### config.mk
export PLATFORM = sky130hd
export DESIGN_NAME = fan_status_monitor
export DESIGN_NICKNAME = d
export VERILOG_FILES = /design/src/hw/rtl/fanmon_pkg.sv /design/src/hw/rtl/fan_status_monitor.sv /design/src/hw/rtl/fanmon_eval.sv
export SDC_FILE = /design/constraint.sdc
export NUM_CORES = 1
export LEC_CHECK = 0
export ABC_AREA = 1
export BUFFER_PORTS_ARGS = -buffer_cell sky130_fd_sc_hd__buf_2
export CAP_MARGIN = 15
export CELL_PAD_IN_SITES_DETAIL_PLACEMENT = 0
export CELL_PAD_IN_SITES_GLOBAL_PLACEMENT = 1
export CORE_UTILIZATION = 35
export CTS_CLUSTER_DIAMETER = 150
export DETAILED_ROUTE_END_ITERATION = 10
export GPL_TIMING_DRIVEN = 0
export PLACE_DENSITY_LB_ADDON = 0.08
export REMOVE_ABC_BUFFERS = 1
export SYNTH_ARGS = -nofsm -noshare
export SYNTH_HDL_FRONTEND = slang
export SYNTH_SLANG_ARGS = --single-unit
### constraint.sdc
create_clock -name clk -period 5.6 [get_ports clk]
set_clock_uncertainty 0.15 [all_clocks]
set_input_delay 1.12 -clock clk [delete_from_list [all_inputs] [get_ports clk]]
set_output_delay 1.12 -clock clk [all_outputs]
set_load 0.01 [all_outputs]
### src/hw/rtl/fanmon_pkg.sv
`timescale 1ns / 1ps
// Shared types, codes and constants for the fan status monitor.
// No dependencies; imported by fanmon_eval and fan_status_monitor.
package fanmon_pkg;

  localparam int unsigned SpeedW   = 16;
  localparam int unsigned TimeW    = 32;
  localparam int unsigned PercentW = 7;
  localparam int unsigned CfgDataW = 32;
  localparam int unsigned CfgAddrW = 3;

  localparam logic [SpeedW-1:0]   SpeedHyst  = 16'd50;
  localparam int unsigned         RoundHalf  = 5;
  localparam int unsigned         DutyDiv    = 10;
  localparam logic [PercentW-1:0] PercentMax = 7'd100;

  // Duty values at or above this limit round to a full 100 percent.
  localparam logic [15:0] DutySatLimit = 16'(100 * DutyDiv - RoundHalf);
  // Division by ten as a multiply by 205 and a shift by 11, exact below 1029.
  localparam logic [7:0]  DivTenRecip  = 8'd205;
  localparam int unsigned DivTenShift  = 11;

  localparam logic [CfgAddrW-1:0] AddrRunMinSpeed    = 3'd0;
  localparam logic [CfgAddrW-1:0] AddrStartupTimeout = 3'd4;

  typedef enum logic [1:0] {
    ST_OFF      = 2'd0,
    ST_STARTING = 2'd1,
    ST_RUNNING  = 2'd2,
    ST_ERROR    = 2'd3
  } fan_state_t;

  typedef enum logic [2:0] {
    ACT_NONE   = 3'd0,
    ACT_IDLE   = 3'd1,
    ACT_DETECT = 3'd2,
    ACT_ACCEL  = 3'd3,
    ACT_DECEL  = 3'd4,
    ACT_RAMP   = 3'd5
  } fan_action_t;

  typedef enum logic [1:0] {
    AL_NONE  = 2'd0,
    AL_WARN  = 2'd1,
    AL_FAULT = 2'd2
  } fan_alert_t;

  typedef struct packed {
    logic [15:0]       duty_permille;
    logic [SpeedW-1:0] measured_speed;
    logic [SpeedW-1:0] wanted_speed;
    logic              tach_present;
    logic [TimeW-1:0]  now_time;
    logic [TimeW-1:0]  command_time;
    logic              ramp_active;
  } sample_t;

  typedef struct packed {
    logic [SpeedW-1:0]   speed_out;
    logic [SpeedW-1:0]   target_out;
    logic [PercentW-1:0] duty_percent;
    fan_state_t          fan_state;
    fan_action_t         fan_action;
    fan_alert_t          fan_alert;
  } status_t;

  typedef struct packed {
    logic [SpeedW-1:0] running_min_speed;
    logic [TimeW-1:0]  startup_timeout;
  } cfg_t;

  typedef struct packed {
    logic [SpeedW-1:0] last_speed;
    logic              ever_detected;
  } track_t;

  function automatic logic [PercentW-1:0] duty_to_percent(input logic [15:0] duty);
    logic [9:0]  biased;
    logic [17:0] prod;
    biased = duty[9:0] + 10'(RoundHalf);
    prod   = 18'(biased) * 18'(DivTenRecip);
    if (duty >= DutySatLimit) begin
      return PercentMax;
    end
    return prod[DivTenShift +: PercentW];
  endfunction

endpackage

### src/hw/rtl/fan_status_monitor.sv
`timescale 1ns / 1ps
// Fan status monitor top level: sample register, classifier, result register
// and the configuration port. Depends on fanmon_pkg and fanmon_eval.
//
// Usage: each input transaction carries one fan update sample; each produces
// exactly one status transaction on the out_ channel, in order. A channel
// moves a transaction at a clock edge where its valid is high and its stall
// is low.
// A sample taken into the sample register is classified from it and shows
// on out_valid once the result register loads it. Throughput is one sample
// per cycle while out_stall is low, set by the single classification pass
// between the sample register and the result register, which also updates the
// stored last speed and the ever-detected flag.
// When out_stall is high the result register holds; one more sample may then
// wait in the sample register before in_stall rises.
// Reset (rst_n low, synchronous) empties both registers and clears the stored
// speed, the detection flag and both configuration registers.
// Configuration: running_min_speed at byte address 0, startup_timeout at 4;
// write only while no transaction is in flight.
module fan_status_monitor
  import fanmon_pkg::*;
(
  input  logic                clk,
  input  logic                rst_n,

  input  logic                in_valid,
  output logic                in_stall,
  input  logic [15:0]         in_duty_permille,
  input  logic [SpeedW-1:0]   in_measured_speed,
  input  logic [SpeedW-1:0]   in_wanted_speed,
  input  logic                in_tach_present,
  input  logic [TimeW-1:0]    in_now_time,
  input  logic [TimeW-1:0]    in_command_time,
  input  logic                in_ramp_active,

  output logic                out_valid,
  input  logic                out_stall,
  output logic [SpeedW-1:0]   out_speed_out,
  output logic [SpeedW-1:0]   out_target_out,
  output logic [PercentW-1:0] out_duty_percent,
  output logic [1:0]          out_fan_state,
  output logic [2:0]          out_fan_action,
  output logic [1:0]          out_fan_alert,

  input  logic                psel,
  input  logic                penable,
  input  logic                pwrite,
  input  logic [CfgAddrW-1:0] paddr,
  input  logic [CfgDataW-1:0] pwdata,
  output logic [CfgDataW-1:0] prdata,
  output logic                pready
);

  sample_t smp_r;
  logic    smp_vld_r;
  status_t res_r;
  logic    res_vld_r;
  track_t  trk_r;
  track_t  trk_nxt;
  cfg_t    cfg_r;
  status_t status;
  logic    load_res;
  logic    load_smp;
  logic    cfg_wr;

  assign load_res = smp_vld_r && (!res_vld_r || !out_stall);
  assign load_smp = in_valid && !in_stall;
  assign in_stall = smp_vld_r && !load_res;

  fanmon_eval u_eval (
    .smp     (smp_r),
    .cfg     (cfg_r),
    .trk     (trk_r),
    .status  (status),
    .trk_nxt (trk_nxt)
  );

  always_ff @(posedge clk) begin
    if (!rst_n) begin
      smp_vld_r <= 1'b0;
      res_vld_r <= 1'b0;
      trk_r     <= '0;
    end else begin
      if (load_smp) begin
        smp_vld_r <= 1'b1;
      end else if (load_res) begin
        smp_vld_r <= 1'b0;
      end
      if (load_res) begin
        res_vld_r <= 1'b1;
        trk_r     <= trk_nxt;
      end else if (!out_stall) begin
        res_vld_r <= 1'b0;
      end
    end
  end

  always_ff @(posedge clk) begin
    if (load_smp) begin
      smp_r.duty_permille  <= in_duty_permille;
      smp_r.measured_speed <= in_measured_speed;
      smp_r.wanted_speed   <= in_wanted_speed;
      smp_r.tach_present   <= in_tach_present;
      smp_r.now_time       <= in_now_time;
      smp_r.command_time   <= in_command_time;
      smp_r.ramp_active    <= in_ramp_active;
    end
    if (load_res) begin
      res_r <= status;
    end
  end

  assign out_valid        = res_vld_r;
  assign out_speed_out    = res_r.speed_out;
  assign out_target_out   = res_r.target_out;
  assign out_duty_percent = res_r.duty_percent;
  assign out_fan_state    = res_r.fan_state;
  assign out_fan_action   = res_r.fan_action;
  assign out_fan_alert    = res_r.fan_alert;

  // Only address bit 2 selects a register; the low bits are not decoded.
  assign cfg_wr = psel && penable && pwrite;
  assign pready = 1'b1;

  always_ff @(posedge clk) begin
    if (!rst_n) begin
      cfg_r <= '0;
    end else if (cfg_wr) begin
      unique case (paddr[2])
        AddrRunMinSpeed[2]:    cfg_r.running_min_speed <= pwdata[SpeedW-1:0];
        AddrStartupTimeout[2]: cfg_r.startup_timeout   <= pwdata[TimeW-1:0];
        default: ;
      endcase
    end
  end

  always_comb begin
    unique case (paddr[2])
      AddrRunMinSpeed[2]:    prdata = CfgDataW'(cfg_r.running_min_speed);
      AddrStartupTimeout[2]: prdata = CfgDataW'(cfg_r.startup_timeout);
      default:               prdata = '0;
    endcase
  end

  a_off_is_quiet: assert property (@(posedge clk) disable iff (!rst_n)
    (res_vld_r && (res_r.fan_state == ST_OFF)) |->
      ((res_r.speed_out == '0) && (res_r.fan_action == ACT_NONE) &&
       (res_r.fan_alert == AL_NONE) && (res_r.duty_percent == '0)))
    else $error("off status carries nonzero fields");

  a_alert_only_on_error: assert property (@(posedge clk) disable iff (!rst_n)
    res_vld_r |-> ((res_r.fan_alert != AL_NONE) == (res_r.fan_state == ST_ERROR)))
    else $error("alert does not match error state");

  a_detect_sticky: assert property (@(posedge clk) disable iff (!rst_n)
    trk_r.ever_detected |=> trk_r.ever_detected)
    else $error("detection flag cleared without reset");

  a_fault_needs_detect: assert property (@(posedge clk) disable iff (!rst_n)
    (res_vld_r && (res_r.fan_alert == AL_FAULT)) |-> trk_r.ever_detected)
    else $error("fault raised before any detection");

  a_percent_range: assert property (@(posedge clk) disable iff (!rst_n)
    res_vld_r |-> (res_r.duty_percent <= PercentMax))
    else $error("duty percent above saturation");

endmodule

### src/hw/rtl/fanmon_eval.sv
`timescale 1ns / 1ps
// Combinational classification of one fan sample against the tracked speed.
// Depends on fanmon_pkg.
module fanmon_eval
  import fanmon_pkg::*;
(
  input  sample_t smp,
  input  cfg_t    cfg,
  input  track_t  trk,
  output status_t status,
  output track_t  trk_nxt
);

  logic              fan_on;
  logic              running;
  logic              in_window;
  logic [SpeedW-1:0] up_limit;
  logic [SpeedW-1:0] dn_level;
  logic [TimeW-1:0]  elapsed;

  always_comb begin
    fan_on    = (smp.duty_permille != '0);
    running   = smp.tach_present && (smp.measured_speed >= cfg.running_min_speed);
    // Both hysteresis sums wrap at 16 bits.
    up_limit  = trk.last_speed + SpeedHyst;
    dn_level  = smp.measured_speed + SpeedHyst;
    elapsed   = smp.now_time - smp.command_time;
    in_window = (elapsed <= cfg.startup_timeout);

    status.speed_out    = smp.measured_speed;
    status.target_out   = smp.wanted_speed;
    status.duty_percent = duty_to_percent(smp.duty_permille);
    status.fan_alert    = AL_NONE;
    status.fan_action   = ACT_DETECT;
    status.fan_state    = ST_ERROR;
    trk_nxt.last_speed    = smp.measured_speed;
    trk_nxt.ever_detected = trk.ever_detected;

    if (!fan_on) begin
      status.speed_out    = '0;
      status.target_out   = '0;
      status.duty_percent = '0;
      status.fan_state    = ST_OFF;
      status.fan_action   = ACT_NONE;
      trk_nxt.last_speed  = '0;
    end else if (running) begin
      status.fan_state      = ST_RUNNING;
      trk_nxt.ever_detected = 1'b1;
      if (smp.measured_speed > up_limit) begin
        status.fan_action = smp.ramp_active ? ACT_RAMP : ACT_ACCEL;
      end else if ((trk.last_speed > SpeedHyst) && (dn_level < trk.last_speed)) begin
        status.fan_action = ACT_DECEL;
      end else begin
        status.fan_action = ACT_IDLE;
      end
    end else if (in_window) begin
      status.fan_state = ST_STARTING;
    end else begin
      status.fan_alert = trk.ever_detected ? AL_FAULT : AL_WARN;
    end
  end

endmodule

==> results.ini, run 1 <==
[placement]
gp_congestion = 0.833
pre_cts_ws_ps = 487
hpwl_um = 28500
port_buffers = 233

[global_routing]
grt.overflow.total = 0
antenna_found_initial = 7
grt_pass1_vias = 10700
grt_max_degree = 79
grtUsageTotal_pct = 17.5
grt_pass1_wl_um = 56400

[critical_path]
end_kind = register
critPathMaxFanout = 5
worst_path_most_repeated_cell = nand2_1
worstPathRequired_ps = 5770
critical_path_class = reg -> reg
cpPeakStageDelay_ps = 540
crit_slowest_cell = fa_1
start_kind = register
crit_buf_inv = 3
path_delay_family = adder cells
arrival_ps = 5220
cp_cell_sequence = ha_1, nor2_1, nor2_4, a21o_1, nand2_1, xor2_1, inv_1, fa_1, inv_1, fa_1, fa_1, ha_1, a21oi_1, o21ai_0, o21bai_1, nand2_1, nand2_1, nand3_1, nand2_1, inv_1

[clock_network]
post_cts_buffers = 0
htreeDepth = 1
cts_tree = built
ctsResizeCount = 0
clock_latency_ps = 560
clkSlewWorstSetupHoldPaths_ps = 60
cts_buffer_depth = 3
hold_buffers = 0
cts_sinks = 227
cts_root_buffer = clkbuf_16
cts-buffers-inserted = 27

[floorplanning]
die_height_um = 202
rows = 72
die_width_um = 202
die_area_um2 = 40900
start_util_pct = 35.9
ios = 237
fp.coreArea_um2 = 39100

[drt]
wire_per_inst_um = 15.0
via_count = 11000
drc = 0
wl_um = 35700
post_drt_via_cell_ratio = 4.61
drtAntennaViolNets = 0
drtIter0Drc = 440
dr.pass1.iters = 5

[timing]
finalHoldWorstSlack_ps = 327
tightest_slew_ps = 1130
tns_ps = 0
hold_violations = 0
setup_viol = 0
grt_setup_unrepaired = false
fin_crit_sh_pct = 90.3
period_needed_ps = 5060
worst_slack_ps = 544
slew_headroom_pct = 24.9
finalMaxSlewViolations = 0
fmax_mhz = 198

[synth]
yosys_warnings = 0
ys_types = 43
ys_ff_latch = 227
syn-cell-area_um2 = 14000
syn_inst = 1601
syn-mean-instance-area_um2 = 8.76
ys_seq_area_share_pct = 43.8

[layout]
most-common-layout-cells = inv_1, nand2_1, buf_2
final_common_cell = inv_1
fin_util_pct = 42.6
layout.nets = 2169
drive_gt1_share_pct = 16.3
synthToLayoutAreaGrowth_pct = 18.8

[flow_run]
maxCapViolCount = 0

[min_path]
hold_class = reg -> reg

[power_and_ir_drop]
power.density_nw_per_um2 = 312
ir_drop_v = 0.000255
p_leak_nw = 7.79

[run_status]
outcome = completed

per-layer routing:
| metal | GRT usage [%] | share of wire (%) | up-vias |
|---|---|---|---|
| met5 | 0 | 0.076 | - |
| met4 | 4.38 | 2.1 | 4 |
| met3 | 2.89 | 3.6 | 44 |
| met2 | 29.4 | 47 | 188 |
| met1 | 23.2 | 47 | 4962 |
| li1 | - | - | 5779 |
cells by family (layout without fill, tap and decap cells):
group,after synthesis,in the layout,synth area share [%]
DFF,227,227,43.8
other,1,6,0.0267
buffers and inverters,312,569,8.57
adders and majority gates,176,176,16.7
and+or+nand+nor,512,512,15.4
xor gates and xnor gates,58,58,3.67
AOI/OAI and AO/OA,315,315,11.9
sequential cells by signal, summed over array words and instances, names as in the netlist:
| register | cells |
|---|---|
| out_duty_percent | 7 |
| out_valid | 1 |
| smp_r | 114 |
| out_fan_alert | 2 |
| out_target_out | 16 |
| smp_vld_r | 1 |
| cfg_r | 48 |
| trk_r | 17 |
| out_fan_state | 2 |
| out_speed_out | 16 |
| out_fan_action | 3 |
cell usage after synthesis:
cell type	count	area share (%)
buf_8	1	0.11
nor2_2	3	0.13
nand4_1	15	0.67
o21a_1	7	0.37
buf_4	1	0.054
buf_2	1	0.036
inv_2	4	0.11
nand3_2	3	0.21
a21boi_2	1	0.080
o21bai_1	10	0.54
fa_1	18	2.6
xor2_2	1	0.12
o21ai_2	3	0.19
o21ai_1	2	0.071
xor2_1	46	2.9
a21oi_1	160	5.7
nand2_1	274	7.3
clkinv_1	1	0.027
nor4_1	5	0.22
buf_1	1	0.027
o311ai_0	1	0.062
nor2_1	128	3.4
nor3_2	4	0.29
edfxtp_1	160	34
dfxtp_1	67	9.6
a21boi_0	1	0.054
nand3_4	1	0.12
ha_1	158	14
a21o_1	6	0.32
buf_6	2	0.16
nand3b_1	3	0.16
or2_2	2	0.089
inv_1	278	7.4
or2_1	2	0.089
o21ai_0	121	4.3
nor2_4	2	0.16
conb_1	1	0.027
nor3_1	19	0.68
a21oi_2	1	0.062
a31oi_1	2	0.089
nand3_1	51	1.8
xnor2_1	11	0.69
clkbuf_1	23	0.62
worst paths after layout:
path | slack, ps | cells past startpoint | startpoint | to
setup reg to reg | 540 | 20 | smp_r[98] | out_duty_percent[6]
hold / removal | 330 | 2 | cfg_r[35] | cfg_r[35]
hold reg to reg | 330 | 2 | cfg_r[35] | cfg_r[35]
setup / recovery | 540 | 20 | smp_r[98] | out_duty_percent[6]
per-stage QoR:
stage	cell area, µm²	power [mW]	std cells
2_1_floorplan	13900	3.08	1572
3_3_place_gp	15700	3.51	2323
3_5_place_dp	15800	3.52	2326
4_1_cts	16700	5.28	2376
5_1_grt	16700	5.58	2380
6_report	16700	5.20	2381
layout make-up:
cell class,count,area (µm²)
flip-flops and latches,227,6150
repair buffers,236,1230
multi-input cells,1062,6690
well taps,518,648
diodes,5,12.5
inverters,283,1070
clock buffers,30,687
fillers,4043,22400
clock inverters,20,188
report_power, final:
part	leakage, nW	internal [mW]	switching [mW]
Combinational	5.28	0.585	0.943
Clock	0.423	1.02	0.705
Sequential	2.09	1.90	0.0451
Total	7.79	3.51	1.69
worst min-delay path, delay by kind of cell, from the launching register on:
| family | cells | cell delay [ps] |
|---|---|---|
| compound gates | 1 | 60 |
| flops | 1 | 300 |
| buf+inv | 1 | 70 |
Note: power is estimated with default switching activity, not from simulation.
==> run 2: changes to the inputs <==
--- a/config.mk
+++ b/config.mk
@@ -10,7 +10,7 @@
 export CAP_MARGIN = 15
 export CELL_PAD_IN_SITES_DETAIL_PLACEMENT = 0
 export CELL_PAD_IN_SITES_GLOBAL_PLACEMENT = 1
-export CORE_UTILIZATION = 35
+export CORE_UTILIZATION = 43
 export CTS_CLUSTER_DIAMETER = 150
 export DETAILED_ROUTE_END_ITERATION = 10
 export GPL_TIMING_DRIVEN = 0
==> run 2 against run 1 <==
Effect of this change: sequential power barely moved; critical path type unchanged; fmax fell by 0.63%; critical endpoint unchanged; clock power shrank 8%; routed wire length fell by 7.4%.
==> results.ini, run 2 (synthesized netlist as in run 1, its figures left out) <==
[critical_path]
crit_slowest_cell = fa_1
rrSetupSlack_ps = 510
worstPathRequired_ps = 5740
critical_path_class = reg -> reg
critPathMaxFanout = 5
cp_cell_sequence = ha_1, nor2_1, nor2_4, a21o_1, nand2_1, xor2_1, inv_1, fa_1, inv_1, fa_1, fa_1, ha_1, a21oi_1, o21ai_0, o21bai_1, nand2_1, nand2_1, nand3_1, nand2_1, inv_1
end_kind = register
cpPeakStageDelay_ps = 550
start_kind = register
ff2ff_path_depth = 20
r2r-end = out_duty_percent[6]
crit-reg2reg-launch = smp_r[98]
worst_path_most_repeated_cell = nand2_1
arrival_ps = 5230

[floorplanning]
rows = 65
start_util_pct = 44.1
fp.coreArea_um2 = 31800
die_height_um = 183
die_width_um = 183
die_area_um2 = 33400
ios = 237

[power_and_ir_drop]
power.density_nw_per_um2 = 307
pwr-share-comb_pct = 30.1
p_sw_share_pct = 32.5
ir_drop_v = 0.000224
p_clk_share_pct = 31.6
seq_power_share_pct = 38.3
p_leak_nw = 7.76
netSwitchingPower_mw = 1.65
p_int_mw = 3.42

[layout]
fill_cells = 3049
seq_area_um2 = 6150
largest_reg_flops = 114
top_regs = smp_r (114), cfg_r (48), trk_r (17)
most-common-layout-cells = inv_1, nand2_1, buf_2
multiInputGateArea_um2 = 6690
finish.instance_area_um2 = 16500
synthToLayoutAreaGrowth_pct = 17.7
layout.nets = 2168
drive_gt1_share_pct = 16.2
top_register = smp_r
final_common_cell = inv_1

[clock_network]
clock_latency_ps = 550
cts_sinks = 227
htreeDepth = 1
cts_root_buffer = clkbuf_16
hold_buffers = 0
ctsResizeCount = 0
post_cts_buffers = 0
cts-buffers-inserted = 26
cts_tree = built
clkSlewWorstSetupHoldPaths_ps = 60
cts_buffer_depth = 3

[timing]
finalHoldWorstSlack_ps = 325
grt_setup_unrepaired = false
slew_headroom_pct = 24.7
hold_violations = 0
period_needed_ps = 5090
finalMaxSlewViolations = 0
fmax_mhz = 197
tightest_slew_ps = 1130
tns_ps = 0
fin_crit_sh_pct = 90.9
setup_viol = 0

[global_routing]
grt_max_degree = 81
grt.overflow.total = 0
grt_pass1_vias = 10700
antenna_found_initial = 7
grt_pass1_wl_um = 53100
grtUsageTotal_pct = 20.1

[drt]
met2_length_um = 15700
drtIter0Drc = 525
dr.pass1.iters = 5
wire_per_inst_um = 14.4
met1_length_um = 15100
drtAntennaViolNets = 0
wl_um = 33100
wl_met3_um = 1610
drc = 0
post_drt_via_cell_ratio = 4.81
via_count = 11000
dr.max_layer_used = met5

[placement]
hpwl_um = 26400
dpl-instance-area_um2 = 15700
port_buffers = 233
gp_congestion = 0.873

[flow_run]
maxCapViolCount = 0

[min_path]
hold_path.startpoint = trk_r[0]
min_path_cells = 2
min_to = trk_r[0]
hold_class = reg -> reg

[run_status]
outcome = completed

==> run 2: cell count changes in the layout (fill, tap and decap cells not counted), moves of 2 or more <==
cell	change
clkbuf_8	+2
bufinv_16	-2
diode_2	+2
clkinv_2	-3
clkbuf_1	+5
clkinv_1	-6
==> run 2: metrics by stage <==
stage          setup WS, ps  total power [mW]  util (%)  cells
2_1_floorplan           526              3.08         -   1572
3_3_place_gp          -1240              3.49      49.1   2240
3_5_place_dp            497              3.51      49.3   2243
4_1_cts                 478              5.14      51.9   2290
5_1_grt                 149              5.45      51.9   2296
6_report                512              5.07      51.9   2297
==> run 2: how the worst max path moves through the flow <==
stage	startpoint	endpoint	slack, ps	cells past startpoint
after detailed placement	smp_r[98]	out_duty_percent[6]	500	20
after global placement	out_stall	trk_r[7]	-1240	4
after global routing	smp_r[98]	out_duty_percent[6]	150	23
after floorplan	out_stall	trk_r[10]	530	3
final	smp_r[98]	out_duty_percent[6]	510	20
after CTS	smp_r[98]	out_duty_percent[6]	480	20
==> run 2: critical path: cells and delay by family (launching register included) <==
| kind | cells | cell delay (ps) |
|---|---|---|
| fa+ha+maj | 5 | 2120 |
| simple gates | 7 | 810 |
| compound gates | 4 | 830 |
| xor+xnor | 1 | 290 |
| buf+inv | 3 | 210 |
| flops | 1 | 430 |
==> run 2: metal layers <==
layer / track usage (%) / vias up
li1: - / 5789
met1: 26.1 / 4969
met2: 34.2 / 237
met3: 3.67 / 41
met4: 5.68 / 2
met5: 0 / -
==> run 2: area by class of cell <==
type | count | area share [%]
Multi-Input combinational cell | 1062 | 40.5
Inverter | 283 | 6.45
Clock buffer | 37 | 4.33
Clock inverter | 10 | 0.583
Sequential cell | 227 | 37.2
Timing Repair Buffer | 236 | 7.51
Tap cell | 435 | 3.29
Antenna cell | 7 | 0.106
==> run 2: power by group through the flow <==
stage | sequential [mW] | clock [mW] | combinational [mW]
final | 1.94 | 1.60 | 1.53
after global placement | 1.99 | 0 | 1.50
after CTS | 1.94 | 1.66 | 1.55
after detailed placement | 1.98 | 0 | 1.54
after global routing | 1.95 | 1.72 | 1.78
after floorplan | 1.98 | 0 | 1.10
